--- src/rtl/core/ffa_pkg.sv ---
// Shared types, codes and field widths of the first-fit extent allocator
`timescale 1ns / 1ps

package ffa_pkg;

  localparam int OP_W       = 2;
  localparam int SIZE_W     = 16;
  localparam int HANDLE_W   = 4;
  localparam int STATUS_W   = 2;
  localparam int ADDR_W     = 16;
  localparam int CFG_IDX_W  = 1;
  localparam int CFG_DATA_W = 16;
  localparam int S_TDATA_W  = 24;
  localparam int M_TDATA_W  = 24;

  localparam logic [OP_W-1:0] OP_ALLOC_LOW  = 2'd0;
  localparam logic [OP_W-1:0] OP_ALLOC_HIGH = 2'd1;
  localparam logic [OP_W-1:0] OP_FREE       = 2'd2;

  localparam logic [STATUS_W-1:0] ST_OK         = 2'd0;
  localparam logic [STATUS_W-1:0] ST_NO_GAP     = 2'd1;
  localparam logic [STATUS_W-1:0] ST_FULL       = 2'd2;
  localparam logic [STATUS_W-1:0] ST_BAD_HANDLE = 2'd3;

  localparam logic [CFG_IDX_W-1:0] REG_ARENA_BOTTOM = 1'b0;
  localparam logic [CFG_IDX_W-1:0] REG_ARENA_TOP    = 1'b1;

  localparam logic [ADDR_W-1:0] ARENA_BOTTOM_RST = 16'h0000;
  localparam logic [ADDR_W-1:0] ARENA_TOP_RST    = 16'hFFFF;

  typedef enum logic [2:0] {
    S_IDLE,
    S_START,
    S_WALK,
    S_CLAIM,
    S_LINK,
    S_FREE,
    S_DONE
  } state_t;

  typedef struct packed {
    logic scan_clear;
    logic set_en;
    logic clr_en;
  } slot_ctl_t;

  typedef struct packed {
    logic done;
    logic full;
  } scan_stat_t;

endpackage

--- src/rtl/core/ffa_ram.sv ---
// Generic single-write, single-read RAM with registered read data
`timescale 1ns / 1ps

module ffa_ram #(
  parameter int WIDTH = 16,
  parameter int DEPTH = 16
) (
  input  logic                     clk,
  input  logic                     we,
  input  logic [$clog2(DEPTH)-1:0] waddr,
  input  logic [WIDTH-1:0]         wdata,
  input  logic [$clog2(DEPTH)-1:0] raddr,
  output logic [WIDTH-1:0]         rdata
);

  logic [WIDTH-1:0] mem [DEPTH];

  always_ff @(posedge clk) begin
    if (we) begin
      mem[waddr] <= wdata;
    end
    rdata <= mem[raddr];
  end

endmodule

--- src/rtl/core/ffa_gap_unit.sv ---
// Shared gap test: extent end sum and fit compare used by both walk directions
`timescale 1ns / 1ps

module ffa_gap_unit (
  input  logic [ffa_pkg::ADDR_W-1:0] hi,
  input  logic [ffa_pkg::ADDR_W:0]   lo,
  input  logic [ffa_pkg::SIZE_W-1:0] size,
  input  logic [ffa_pkg::ADDR_W-1:0] base,
  input  logic [ffa_pkg::SIZE_W-1:0] len,
  output logic [ffa_pkg::ADDR_W:0]   end_sum,
  output logic [ffa_pkg::ADDR_W-1:0] top_place,
  output logic                       fit
);

  logic [ffa_pkg::ADDR_W+1:0] diff;

  assign end_sum   = {1'b0, base} + {1'b0, len};
  assign diff      = {2'b00, hi} - {2'b00, size};
  assign top_place = diff[ffa_pkg::ADDR_W-1:0];
  // a zero-length request fits any gap, even an inverted one
  assign fit       = (size == '0) ||
                     (!diff[ffa_pkg::ADDR_W+1] && (diff[ffa_pkg::ADDR_W:0] >= lo));

endmodule

--- src/rtl/core/ffa_slot_table.sv ---
// Slot valid flags with a one-slot-per-cycle scan for the lowest free slot
`timescale 1ns / 1ps

module ffa_slot_table #(
  parameter int MAX_SEGMENTS = 16
) (
  input  logic                            clk,
  input  logic                            rst,
  input  ffa_pkg::slot_ctl_t              ctl,
  input  logic [$clog2(MAX_SEGMENTS)-1:0] set_idx,
  input  logic [$clog2(MAX_SEGMENTS)-1:0] clr_idx,
  input  logic [$clog2(MAX_SEGMENTS)-1:0] look_idx,
  output logic                            look_valid,
  output logic [$clog2(MAX_SEGMENTS)-1:0] scan_idx,
  output ffa_pkg::scan_stat_t             stat
);

  localparam int SW = $clog2(MAX_SEGMENTS);
  localparam int IW = $clog2(MAX_SEGMENTS + 1);
  localparam logic [IW-1:0] SCAN_END = IW'(MAX_SEGMENTS);

  logic [MAX_SEGMENTS-1:0] valid;
  logic [IW-1:0]           scan;

  assign scan_idx   = scan[SW-1:0];
  assign stat.full  = (scan == SCAN_END);
  assign stat.done  = (scan == SCAN_END) || !valid[scan_idx];
  assign look_valid = valid[look_idx];

  always_ff @(posedge clk) begin
    if (rst) begin
      valid <= '0;
    end else begin
      if (ctl.set_en) begin
        valid[set_idx] <= 1'b1;
      end
      if (ctl.clr_en) begin
        valid[clr_idx] <= 1'b0;
      end
    end
  end

  // advance until a free slot or the end of the table
  always_ff @(posedge clk) begin
    if (rst) begin
      scan <= '0;
    end else if (ctl.scan_clear) begin
      scan <= '0;
    end else if (!stat.done) begin
      scan <= scan + 1'b1;
    end
  end

endmodule

--- src/rtl/core/first_fit_extent_allocator.sv ---
// Allocation walks the list entries one per cycle through the link RAMs, end of list included,
// while the slot table scans for the lowest free slot; a full slot table or no fitting gap
// ends it with a failure status. Free unlinks the handle's entry; an unallocated handle is
// refused. One operation at a time.
// Throughput: set by the list walk, one entry per cycle through the registered RAM read.
// Reset: synchronous; empties the list, marks every slot free, arena 0 to 65535; no clearing.
`timescale 1ns / 1ps

module first_fit_extent_allocator #(
  parameter int MAX_SEGMENTS = 16
) (
  input  logic                               clk,
  input  logic                               rst,
  input  logic                               cfg_wen,
  input  logic [ffa_pkg::CFG_IDX_W-1:0]      cfg_index,
  input  logic [ffa_pkg::CFG_DATA_W-1:0]     cfg_wdata,
  input  logic                               s_tvalid,
  output logic                               s_tready,
  input  logic [ffa_pkg::S_TDATA_W-1:0]      s_tdata,   // request_size, free_handle, pad
  input  logic [ffa_pkg::OP_W-1:0]           s_tuser,   // operation
  output logic                               m_tvalid,
  input  logic                               m_tready,
  output logic [ffa_pkg::M_TDATA_W-1:0]      m_tdata,   // handle, extent_base, pad
  output logic [ffa_pkg::STATUS_W-1:0]       m_tuser    // status
);

  localparam int SW = $clog2(MAX_SEGMENTS);
  localparam int IW = $clog2(MAX_SEGMENTS + 1);
  localparam logic [IW-1:0] NONE = IW'(MAX_SEGMENTS);
  localparam int AW = ffa_pkg::ADDR_W;
  localparam int HW = ffa_pkg::HANDLE_W;

  ffa_pkg::state_t state, state_next;

  logic [AW-1:0]              arena_bottom, arena_top;
  logic [ffa_pkg::OP_W-1:0]   op_r;
  logic [ffa_pkg::SIZE_W-1:0] size_r;
  logic [HW-1:0]              fh_r;

  logic [IW-1:0] p, p_next, prv, prv_next;
  logic [IW-1:0] prior, prior_next, after, after_next;
  logic [IW-1:0] list_first, list_first_next, list_last, list_last_next;
  logic [AW:0]   lo, lo_next;
  logic [AW-1:0] hi, hi_next, place, place_next;
  logic [SW-1:0] slot_k, slot_k_next;

  logic [ffa_pkg::STATUS_W-1:0] res_status, res_status_next;
  logic [HW-1:0]                res_handle, res_handle_next;
  logic [AW-1:0]                res_base, res_base_next;

  logic          free_rd, load_out;
  logic [SW-1:0] raddr, fh_idx, scan_idx;
  logic          seg_we;
  logic [SW-1:0] seg_waddr;
  logic          nxt_we, prv_we;
  logic [SW-1:0] nxt_waddr, prv_waddr;
  logic [IW-1:0] nxt_wdata, prv_wdata;

  logic [AW-1:0]              base_rd;
  logic [ffa_pkg::SIZE_W-1:0] len_rd;
  logic [IW-1:0]              next_rd, prev_rd;

  logic          walk_low, is_alloc, p_none, fh_in_range, look_valid;
  logic [AW-1:0] hi_sel, top_place;
  logic [AW:0]   lo_sel, end_sum;
  logic          fit;

  ffa_pkg::slot_ctl_t  ctl;
  ffa_pkg::scan_stat_t stat;

  assign s_tready    = (state == ffa_pkg::S_IDLE);
  assign walk_low    = (op_r == ffa_pkg::OP_ALLOC_LOW);
  assign is_alloc    = walk_low || (op_r == ffa_pkg::OP_ALLOC_HIGH);
  assign p_none      = (p == NONE);
  assign fh_idx      = SW'(fh_r);
  assign fh_in_range = (32'(fh_r) < MAX_SEGMENTS);
  assign raddr       = free_rd ? fh_idx : p_next[SW-1:0];

  assign hi_sel = walk_low ? (p_none ? arena_top : base_rd) : hi;
  assign lo_sel = walk_low ? lo : (p_none ? {1'b0, arena_bottom} : end_sum);

  ffa_gap_unit u_gap (
    .hi        (hi_sel),
    .lo        (lo_sel),
    .size      (size_r),
    .base      (base_rd),
    .len       (len_rd),
    .end_sum   (end_sum),
    .top_place (top_place),
    .fit       (fit)
  );

  ffa_slot_table #(.MAX_SEGMENTS(MAX_SEGMENTS)) u_slots (
    .clk        (clk),
    .rst        (rst),
    .ctl        (ctl),
    .set_idx    (scan_idx),
    .clr_idx    (fh_idx),
    .look_idx   (fh_idx),
    .look_valid (look_valid),
    .scan_idx   (scan_idx),
    .stat       (stat)
  );

  ffa_ram #(.WIDTH(AW), .DEPTH(MAX_SEGMENTS)) u_base_ram (
    .clk (clk), .we (seg_we), .waddr (seg_waddr), .wdata (place),
    .raddr (raddr), .rdata (base_rd)
  );

  ffa_ram #(.WIDTH(ffa_pkg::SIZE_W), .DEPTH(MAX_SEGMENTS)) u_len_ram (
    .clk (clk), .we (seg_we), .waddr (seg_waddr), .wdata (size_r),
    .raddr (raddr), .rdata (len_rd)
  );

  ffa_ram #(.WIDTH(IW), .DEPTH(MAX_SEGMENTS)) u_next_ram (
    .clk (clk), .we (nxt_we), .waddr (nxt_waddr), .wdata (nxt_wdata),
    .raddr (raddr), .rdata (next_rd)
  );

  ffa_ram #(.WIDTH(IW), .DEPTH(MAX_SEGMENTS)) u_prev_ram (
    .clk (clk), .we (prv_we), .waddr (prv_waddr), .wdata (prv_wdata),
    .raddr (raddr), .rdata (prev_rd)
  );

  always_ff @(posedge clk) begin
    if (rst) begin
      arena_bottom <= ffa_pkg::ARENA_BOTTOM_RST;
      arena_top    <= ffa_pkg::ARENA_TOP_RST;
    end else if (cfg_wen) begin
      unique case (cfg_index)
        ffa_pkg::REG_ARENA_BOTTOM: arena_bottom <= cfg_wdata;
        ffa_pkg::REG_ARENA_TOP:    arena_top    <= cfg_wdata;
        default:                   arena_top    <= arena_top;
      endcase
    end
  end

  always_ff @(posedge clk) begin
    if (rst) begin
      state      <= ffa_pkg::S_IDLE;
      list_first <= NONE;
      list_last  <= NONE;
    end else begin
      state      <= state_next;
      list_first <= list_first_next;
      list_last  <= list_last_next;
    end
  end

  always_ff @(posedge clk) begin
    if (s_tvalid && s_tready) begin
      op_r   <= s_tuser;
      size_r <= s_tdata[15:0];
      fh_r   <= s_tdata[19:16];
    end
    p          <= p_next;
    prv        <= prv_next;
    lo         <= lo_next;
    hi         <= hi_next;
    prior      <= prior_next;
    after      <= after_next;
    place      <= place_next;
    slot_k     <= slot_k_next;
    res_status <= res_status_next;
    res_handle <= res_handle_next;
    res_base   <= res_base_next;
  end

  always_comb begin
    state_next      = state;
    p_next          = p;
    prv_next        = prv;
    lo_next         = lo;
    hi_next         = hi;
    prior_next      = prior;
    after_next      = after;
    place_next      = place;
    slot_k_next     = slot_k;
    res_status_next = res_status;
    res_handle_next = res_handle;
    res_base_next   = res_base;
    list_first_next = list_first;
    list_last_next  = list_last;
    free_rd         = 1'b0;
    load_out        = 1'b0;
    ctl             = '0;
    seg_we          = 1'b0;
    seg_waddr       = scan_idx;
    nxt_we          = 1'b0;
    nxt_waddr       = '0;
    nxt_wdata       = '0;
    prv_we          = 1'b0;
    prv_waddr       = '0;
    prv_wdata       = '0;
    unique case (state)
      ffa_pkg::S_IDLE: begin
        if (s_tvalid) begin
          ctl.scan_clear = 1'b1;
          state_next     = ffa_pkg::S_START;
        end
      end
      ffa_pkg::S_START: begin
        res_status_next = ffa_pkg::ST_OK;
        res_handle_next = fh_r;
        res_base_next   = '0;
        if (is_alloc) begin
          p_next     = walk_low ? list_first : list_last;
          prv_next   = NONE;
          lo_next    = {1'b0, arena_bottom};
          hi_next    = arena_top;
          state_next = ffa_pkg::S_WALK;
        end else if (!fh_in_range || !look_valid) begin
          res_status_next = ffa_pkg::ST_BAD_HANDLE;
          state_next      = ffa_pkg::S_DONE;
        end else begin
          free_rd    = 1'b1;
          state_next = ffa_pkg::S_FREE;
        end
      end
      ffa_pkg::S_WALK: begin
        if (fit) begin
          prior_next = walk_low ? prv : p;
          after_next = walk_low ? p : prv;
          place_next = walk_low ? lo[AW-1:0] : top_place;
          state_next = ffa_pkg::S_CLAIM;
        end else if (p_none) begin
          res_status_next = ffa_pkg::ST_NO_GAP;
          state_next      = ffa_pkg::S_DONE;
        end else begin
          if (walk_low) begin
            lo_next = end_sum;
          end else begin
            hi_next = base_rd;
          end
          prv_next = p;
          p_next   = walk_low ? next_rd : prev_rd;
        end
      end
      ffa_pkg::S_CLAIM: begin
        if (stat.done) begin
          if (stat.full) begin
            res_status_next = ffa_pkg::ST_FULL;
            state_next      = ffa_pkg::S_DONE;
          end else begin
            seg_we      = 1'b1;
            nxt_we      = 1'b1;
            nxt_waddr   = scan_idx;
            nxt_wdata   = after;
            prv_we      = 1'b1;
            prv_waddr   = scan_idx;
            prv_wdata   = prior;
            ctl.set_en  = 1'b1;
            slot_k_next = scan_idx;
            state_next  = ffa_pkg::S_LINK;
          end
        end
      end
      ffa_pkg::S_LINK: begin
        if (prior == NONE) begin
          list_first_next = IW'(slot_k);
        end else begin
          nxt_we    = 1'b1;
          nxt_waddr = prior[SW-1:0];
          nxt_wdata = IW'(slot_k);
        end
        if (after == NONE) begin
          list_last_next = IW'(slot_k);
        end else begin
          prv_we    = 1'b1;
          prv_waddr = after[SW-1:0];
          prv_wdata = IW'(slot_k);
        end
        res_status_next = ffa_pkg::ST_OK;
        res_handle_next = HW'(slot_k);
        res_base_next   = place;
        state_next      = ffa_pkg::S_DONE;
      end
      ffa_pkg::S_FREE: begin
        if (prev_rd == NONE) begin
          list_first_next = next_rd;
        end else begin
          nxt_we    = 1'b1;
          nxt_waddr = prev_rd[SW-1:0];
          nxt_wdata = next_rd;
        end
        if (next_rd == NONE) begin
          list_last_next = prev_rd;
        end else begin
          prv_we    = 1'b1;
          prv_waddr = next_rd[SW-1:0];
          prv_wdata = prev_rd;
        end
        ctl.clr_en    = 1'b1;
        res_base_next = base_rd;
        state_next    = ffa_pkg::S_DONE;
      end
      ffa_pkg::S_DONE: begin
        if (!m_tvalid || m_tready) begin
          load_out   = 1'b1;
          state_next = ffa_pkg::S_IDLE;
        end
      end
      default: state_next = ffa_pkg::S_IDLE;
    endcase
  end

  always_ff @(posedge clk) begin
    if (rst) begin
      m_tvalid <= 1'b0;
    end else if (load_out) begin
      m_tvalid <= 1'b1;
    end else if (m_tready) begin
      m_tvalid <= 1'b0;
    end
  end

  always_ff @(posedge clk) begin
    if (load_out) begin
      m_tdata <= {4'h0, res_base, res_handle};
      m_tuser <= res_status;
    end
  end

endmodule

--- config.mk ---
export PLATFORM = sky130hd
export DESIGN_NAME = first_fit_extent_allocator
export DESIGN_NICKNAME = d
export VERILOG_FILES = /design/src/rtl/core/ffa_pkg.sv /design/src/rtl/core/ffa_ram.sv /design/src/rtl/core/ffa_gap_unit.sv /design/src/rtl/core/ffa_slot_table.sv /design/src/rtl/core/first_fit_extent_allocator.sv
export SDC_FILE = /design/constraint.sdc
export NUM_CORES = 1
export LEC_CHECK = 0
export BUFFER_PORTS_ARGS = -buffer_cell sky130_fd_sc_hd__buf_2
export CORE_MARGIN = 2
export CORE_UTILIZATION = 50
export CTS_BUF_LIST = sky130_fd_sc_hd__clkbuf_16
export DETAILED_ROUTE_END_ITERATION = 10
export PLACE_DENSITY = 0.63
export SKIP_LAST_GASP = 1
export SLEW_MARGIN = 25
export SYNTH_ARGS = -nofsm -noshare
export SYNTH_HDL_FRONTEND = slang
export SYNTH_HIERARCHICAL = 1
export SYNTH_SLANG_ARGS = --single-unit
--- constraint.sdc ---
create_clock -name clk -period 11.43 [get_ports clk]
set_input_delay 0.5715 -clock clk [delete_from_list [all_inputs] [get_ports clk]]
set_output_delay 0.5715 -clock clk [all_outputs]
set_load 0.005 [all_outputs]
# After elaboration in Yosys (flattened, before gate mapping)
# Memories as Yosys holds them, arrays and structs flattened. A register that Yosys moved wholly into a read port is not among the register bits.
# Index checks and enable logic that the tools add are counted.
totals:
  input_bits: 48
  ramBits: 672
  memories: 4
  regBits: 206
memory_table:
  columns: ["memory", "depth", "word_bits", "read_ports", "rd_ports_with_merged_regs", "write_ports", "line", "text"]
  rows:
  - ["u_base_ram.mem", 16, 16, 1, 1, 1, "ffa_ram.sv:16", "logic [WIDTH-1:0] mem [DEPTH];"]
  - ["u_len_ram.mem", 16, 16, 1, 1, 1, "ffa_ram.sv:16", null]
  - ["u_next_ram.mem", 16, 5, 1, 1, 1, "ffa_ram.sv:16", null]
  - ["u_prev_ram.mem", 16, 5, 1, 1, 1, "ffa_ram.sv:16", null]
op_classes:
  n_bitwise: 5
  n_reduce_logical: 33
  eq_ne: 28
  add_sub_neg: 3
  magnitude_cmp: 5
  muxes: 106
ops:
  columns: ["cell", "count"]
  rows:
  - ["16-bit 2-to-1 mux", 10]
  - ["17-bit 2-to-1 mux", 6]
  - ["5-bit 2-to-1 mux", 20]
  - ["16-bit one-hot mux with 3 select lines", 1]
  - ["5-bit one-hot mux with 2 select lines", 4]
  - ["4-bit 2-to-1 mux", 9]
  - ["17-bit one-hot mux with 2 select lines", 1]
  - ["16-bit one-hot mux with 2 select lines", 1]
  - ["5-bit equality test, second input constant", 6]
  - ["5-bit one-hot mux with 3 select lines", 2]
  - ["2-bit inequality test, second input constant", 14]
  - ["1-bit 2-to-1 mux", 27]
  - ["4-bit one-hot mux with 3 select lines", 2]
  - ["3-bit 2-to-1 mux", 6]
  - ["3-bit one-hot mux with 6 select lines", 1]
  - ["16-bit by 16-bit adder with 17-bit output", 1]
  - ["17-bit greater-or-equal comparator", 1]
  - ["16-bit by 16-bit subtractor with 17-bit output", 1]
  - ["16-bit AND", 1]
  - ["16-bit logical NOT", 1]
  - ["2-bit 2-to-1 mux", 8]
  - ["16-bit NOT", 1]
  - ["16-bit bitwise OR", 1]
  - ["5-bit AND reduction", 3]
  - ["other kinds (26)", 52]

# Logic depth before layout (Yosys ltp)
logic_depth:
  word_depth: 10
  mapped_depth: 32
  mapped_depth_nobuf: 28

# Hierarchy
# Netlist, hierarchy kept.
modules_own_cells:
  columns: ["mod", "instances", "area_each_um2", "cells_each"]
  rows:
  - ["ffa_ram at u_base_ram ...", 2, 10042.1, 432]
  - ["first_fit_extent_allocator", 1, 8625.8, 765]
  - ["ffa_ram at u_next_ram ...", 2, 3213.1, 155]
  - ["ffa_gap_unit", 1, 2019.4, 289]
  - ["ffa_slot_table", 1, 1234.9, 127]

# Worst setup path after synthesis
# Ideal clock, no wire load.
synth_path:
  kind: "register to register"
  start: "register op_r[0] in the netlist's numbering"
  end: "register u_base_ram.rdata[11], read port of u_base_ram.mem"
  path_slack_ns: 5.136
  t_arrival_ns: 6.174
  path_stages_with_launch: 33
  path_buffers: 5
  cell_sequence: "edfxtp_1 buf_2 or2_2 clkbuf_1 clkbuf_1 nand2_1 o21ai_0 inv_1 ha_1 inv_1 fa_1 a211oi_1 nor2_1 o21a_1 o2111ai_1 nand2_1 xnor2_1 ha_1 a21o_1 nand3_1 a21oi_1 nor4bb_1 and3_1 a21oi_1 or4b_4 o21bai_4 o221ai_2 mux2_2 buf_6 buf_6 mux4_1 a22oi_1 nand2_1"
synth_between:
  elab_chain_cells: 9
synth_rtl:
  columns: ["element", "line", "text"]
  rows:
  - ["from (decl)", "first_fit_extent_allocator.sv:36", "logic [ffa_pkg::OP_W-1:0] op_r;"]
  - ["from (signal assigned)", "first_fit_extent_allocator.sv:152", "op_r <= s_tuser;"]
  - ["2-bit logical NOT", "first_fit_extent_allocator.sv:72", "assign walk_low = (op_r == ffa_pkg::OP_ALLOC_LOW);"]
  - ["16-bit 2-to-1 mux", "first_fit_extent_allocator.sv:79", "assign hi_sel = walk_low ? (p_none ? arena_top : base_rd) : hi;"]
  - ["named net hi_sel[0]", "first_fit_extent_allocator.sv:64", "logic [AW-1:0] hi_sel, top_place;"]
  - ["16-bit by 16-bit subtractor with 17-bit output", "ffa_gap_unit.sv:18", "assign diff = {2'b00, hi} - {2'b00, size};"]
  - ["named net top_place[10]", "first_fit_extent_allocator.sv:64", null]
  - ["17-bit greater-or-equal comparator", "ffa_gap_unit.sv:22", "(!diff[ffa_pkg::ADDR_W+1] && (diff[ffa_pkg::ADDR_W:0] >= lo));"]
  - ["1-bit logical AND", "ffa_gap_unit.sv:22", null]
  - ["1-bit logical OR", "ffa_gap_unit.sv:21", "assign fit = (size == '0) ||"]
  - ["named net fit", "first_fit_extent_allocator.sv:66", "logic fit;"]
  - ["5-bit 2-to-1 mux", "first_fit_extent_allocator.sv:221", "if (fit) begin"]
  - ["5-bit one-hot mux with 2 select lines", "first_fit_extent_allocator.sv:195", "unique case (state)"]
  - ["named net p_next[0]", "first_fit_extent_allocator.sv:40", "logic [IW-1:0] p, p_next, prv, prv_next;"]
  - ["4-bit 2-to-1 mux", "first_fit_extent_allocator.sv:77", "assign raddr = free_rd ? fh_idx : p_next[SW-1:0];"]
  - ["named net raddr[0]", "first_fit_extent_allocator.sv:52", "logic [SW-1:0] raddr, fh_idx, scan_idx;"]
  - ["to (decl)", "ffa_ram.sv:13", "output logic [WIDTH-1:0] rdata"]
# The timed path passes the listed nets, and every way through them passes these cells. The select of a mux whose other input is x is not followed.
# A chain may end at the register's enable or synchronous reset.

# Worst setup path after layout
layout_path:
  start: "register p[0]"
  end: "register u_len_ram.rdata[13], read port of u_len_ram.mem"
layout_between:
  elab_chain_cells: 10
layout_rtl:
  columns: ["element", "line", "text"]
  rows:
  - ["from (decl)", "first_fit_extent_allocator.sv:40", null]
  - ["from (signal assigned)", "first_fit_extent_allocator.sv:156", "p <= p_next;"]
  - ["5-bit equality test", "first_fit_extent_allocator.sv:74", "assign p_none = (p == NONE);"]
  - ["16-bit 2-to-1 mux (2 in a row)", "first_fit_extent_allocator.sv:79", null]
  - ["named net hi_sel[12]", "first_fit_extent_allocator.sv:64", null]
  - ["16-bit by 16-bit subtractor with 17-bit output", "ffa_gap_unit.sv:18", null]
  - ["named net top_place[15]", "first_fit_extent_allocator.sv:64", null]
  - ["17-bit greater-or-equal comparator", "ffa_gap_unit.sv:22", null]
  - ["1-bit logical AND", "ffa_gap_unit.sv:22", null]
  - ["1-bit logical OR", "ffa_gap_unit.sv:21", null]
  - ["named net fit", "first_fit_extent_allocator.sv:66", null]
  - ["5-bit 2-to-1 mux", "first_fit_extent_allocator.sv:221", null]
  - ["5-bit one-hot mux with 2 select lines", "first_fit_extent_allocator.sv:195", null]
  - ["named net p_next[0]", "first_fit_extent_allocator.sv:40", null]
  - ["4-bit 2-to-1 mux", "first_fit_extent_allocator.sv:77", null]
  - ["named net raddr[0]", "first_fit_extent_allocator.sv:52", null]
  - ["to (decl)", "ffa_ram.sv:13", null]
# The timed path passes the listed nets, and every way through them passes these cells. The select of a mux whose other input is x is not followed.

==> summary.txt <==
worst r2r src: p[0]$_DFF_P_
CTS tree: yes
vias: 21000
most common cell after layout, fill and taps aside: edfxtp_1
outcome: completed
post-DR wirelength/cell: 24.1 um
Async S/R FF share, synth: 0%
fin crit period: 8.32 ns
Synth Cell Area: 38400 um^2
total I/O pin count: 76
Worst Tran Pin Value: 0.994 ns
XOR/XNOR share of the synthesized area: 0.525%
fin worst setup slack: 3.11 ns
final std cells w/o fill: 3585
PostCTS Resize Cnt: 0
Iter 0 DRT Violations: 1878
hold endpoint: size_r[9]$_DFFE_PP_
I/O Buffers: 67
core area: 75900 um^2
clk_lat worst skew: 0.65 ns
final hold vios: 0
Hold WC Path Type: in -> reg
layout cells sized above 1: 20.2%
synthesized flop and latch total: 920
RSZ-0062 raised after global routing: false
Placed Cells incl. Taps: 3409
CP startpoint kind: flip-flop
synth-to-layout area growth: 12.5%
Area contributors post-synth: edfxtp_1 (63%), mux4_2 (9.2%), dfxtp_1 (5.9%)
Starting Density: 50.5%
post-synthesis adder-cell area fraction: 1.77%
max-cap viol count: 0
vias per inst: 5.87
Yosys top cell area share: 63.1%
Final Slew Violations: 0
Clock Skews: 0.0209 ns
Final #Nets: 2577
DIE AREA: 79000 um^2
WL final: 86400 um
GRT overflow: 0
Die W: 281 um
Post-Synth Simple-Gate Area: 7.39%
post-synth cell types: 76
worst hold start: s_tdata[9]
DP Area: 40000 um^2
Synth warnings: 6
Syn Area/Cell: 16.3 um^2
Die Y-Extent: 281 um
total track usage: 22.0%
CP endpoint kind: flip-flop
compound-gate portion of the synthesized area: 5.31%
CTS Hold Bufs: 0
P_leak: 14.7 nW
Synth Flop Type: edfxtp_1
Crit Path Max Fanout: 47
PwrDens: 262 nW/um^2
placer's final routability congestion estimate: 0.903
number of synthesized flops with an enable pin: 807
Post-route DRC: 0
row count: 101
fin area: 43200 um^2
largest family of logic cells by synthesized area: multiplexers
H-tree levels: 3
Max Clk Rate: 0.120 GHz
Setup Buffers After CTS: 0
largest net degree at the start of global routing: 86
Setup violations, final: 0
Filler cells: 5781
vias in the first global route: 21400
pre-CTS setup slack: 2.98 ns
Clk pin slew, worst setup/hold paths: 0.06 ns
most frequent cells in the layout: edfxtp_1 (807), nand2_1 (226), mux4_2 (156)
post-synthesis cell count: 2355
VDD IR max: 0.000288 V
top cell type by total area after synthesis: edfxtp_1
multiplexer share of the synthesized area: 13.8%
TNS Setup: 0 ns
Reg2Reg Depth: 27
HPWL Detailed: 54200 um
CTS buffer count: 94
crit path from: p[0]$_DFF_P_
Worst EP required: 11.93 ns
register area share after synthesis: 69.0%
slew margin rel.: 33.7%
Crit Path Class: reg -> reg
reg2reg end: u_len_ram/rdata[13]$_DFF_P_
antenna violations before repair: 2
Pre-antenna DRT Iters: 7
Min Hold Slack: 0.0957 ns
Longest Clk Path Bufs: 3
hold depth: 1
Root Buffer: clkbuf_16
reg2reg setup slack: 3.11 ns
first-pass GRT wire length: 130000 um
fin crit share: 72.8%
Critical Path AT: 8.82 ns
final antenna-violating net count: 0
CTS sink cnt: 920
worst max-delay path, stage by stage, from the launching register on:
cell      delay (ns)
dfxtp_1         0.35
or3_4           0.46
nor2_8          0.28
buf_4           0.45
mux2i_1         0.22
o21ai_0         0.11
ha_1            0.42
a21o_1          0.21
a21o_1          0.17
a21oi_1         0.20
mux2_1          0.35
a41o_1          0.21
nor2_1          0.23
ha_1            0.30
nor2b_1         0.14
o21ai_0         0.15
nor4bb_1        0.21
and3_1          0.19
a21oi_1         0.10
or4b_4          0.57
o21bai_4        0.24
o221ai_2        0.19
mux2_8          0.49
buf_16          0.34
buf_4           0.42
mux4_2          0.55
a22oi_1         0.33
nand2_1         0.15
layout make-up:
class | instances | area [um^2] | area share (%)
antenna | 1 | 2.50 | 0.00579
clock inverter | 77 | 689 | 1.60
timing repair buffer | 136 | 886 | 2.05
sequential | 920 | 26500 | 61.3
clock buffer | 97 | 2430 | 5.62
inverter | 51 | 191 | 0.443
multi-input combinational | 1273 | 11200 | 26.0
tap | 1030 | 1290 | 2.98
cells in the mapped netlist (all sizes together), types with 8 or more instances:
cell / count
a31oi: 9
a22oi: 79
and3: 19
a21oi: 66
inv: 50
a211oi: 20
xnor2: 12
mux2: 42
ha: 51
o21ai: 70
nor3: 33
nor2b: 21
nand2: 226
nand4: 10
dfxtp: 113
mux4: 176
o21a: 10
nor2: 115
nand3b: 13
edfxtp: 807
buf: 61
and2: 12
clkbuf: 53
xor2: 11
mux2i: 80
nand3: 66
a21o: 9
nor4: 8
nor3b: 13
nand2b: 27
metrics by stage:
stage / total power [mW] / util [%]
after floorplan: 7.23 / -
after global placement: 8.20 / 52.7
after detailed placement: 8.29 / 52.7
after CTS: 11.4 / 56.8
after global routing: 11.9 / 56.9
final: 11.3 / 56.9
where the power goes:
group | internal [mW] | switching [mW]
Combinational | 1.61 | 2.19
Clock | 1.79 | 1.27
Sequential | 4.15 | 0.305
state kept, by name (all words and copies together), names as in the netlist, 16 cells and up:
| signal | count |
|---|---|
| arena_bottom | 16 |
| arena_top | 16 |
| hi | 16 |
| lo | 17 |
| m_tdata | 20 |
| place | 16 |
| res_base | 16 |
| size_r | 16 |
| u_base_ram/mem | 256 |
| u_base_ram/rdata | 16 |
| u_len_ram/mem | 256 |
| u_len_ram/rdata | 16 |
| u_next_ram/mem | 80 |
| u_prev_ram/mem | 80 |
| u_slots/valid | 16 |
per-layer routing:
| metal | up-vias | part of all wire [%] | global-route usage (%) |
|---|---|---|---|
| met1 | 10800 | 43 | 30.2 |
| met5 | - | 0 | 0 |
| met4 | 0 | 2.4 | 6.03 |
| met3 | 130 | 5.1 | 3.02 |
| li1 | 9498 | - | - |
| met2 | 603 | 50 | 37.1 |
how the worst max path moves through the flow:
stage,slack (ns),cells after the start,endpoint
5_1_grt,2.54,28,u_len_ram/rdata[10]$_DFF_P_
3_3_place_gp,2.94,26,u_base_ram/rdata[6]$_DFF_P_
6_report,3.11,27,u_len_ram/rdata[13]$_DFF_P_
4_1_cts,2.97,26,u_base_ram/rdata[11]$_DFF_P_
2_1_floorplan,5.14,32,u_base_ram/rdata[11]$_DFF_P_
3_5_place_dp,2.98,26,u_base_ram/rdata[11]$_DFF_P_
cell families after synthesis:
family,Yosys count
AO/OA/AOI/OAI,306
XOR/XNOR,23
adder cells (fa/ha/maj),53
buffers and inverters,165
flip-flops,920
multiplexers,298
other,1
AND/OR/NAND/NOR,589
No activity file was read; power rests on OpenSTA's default activity.
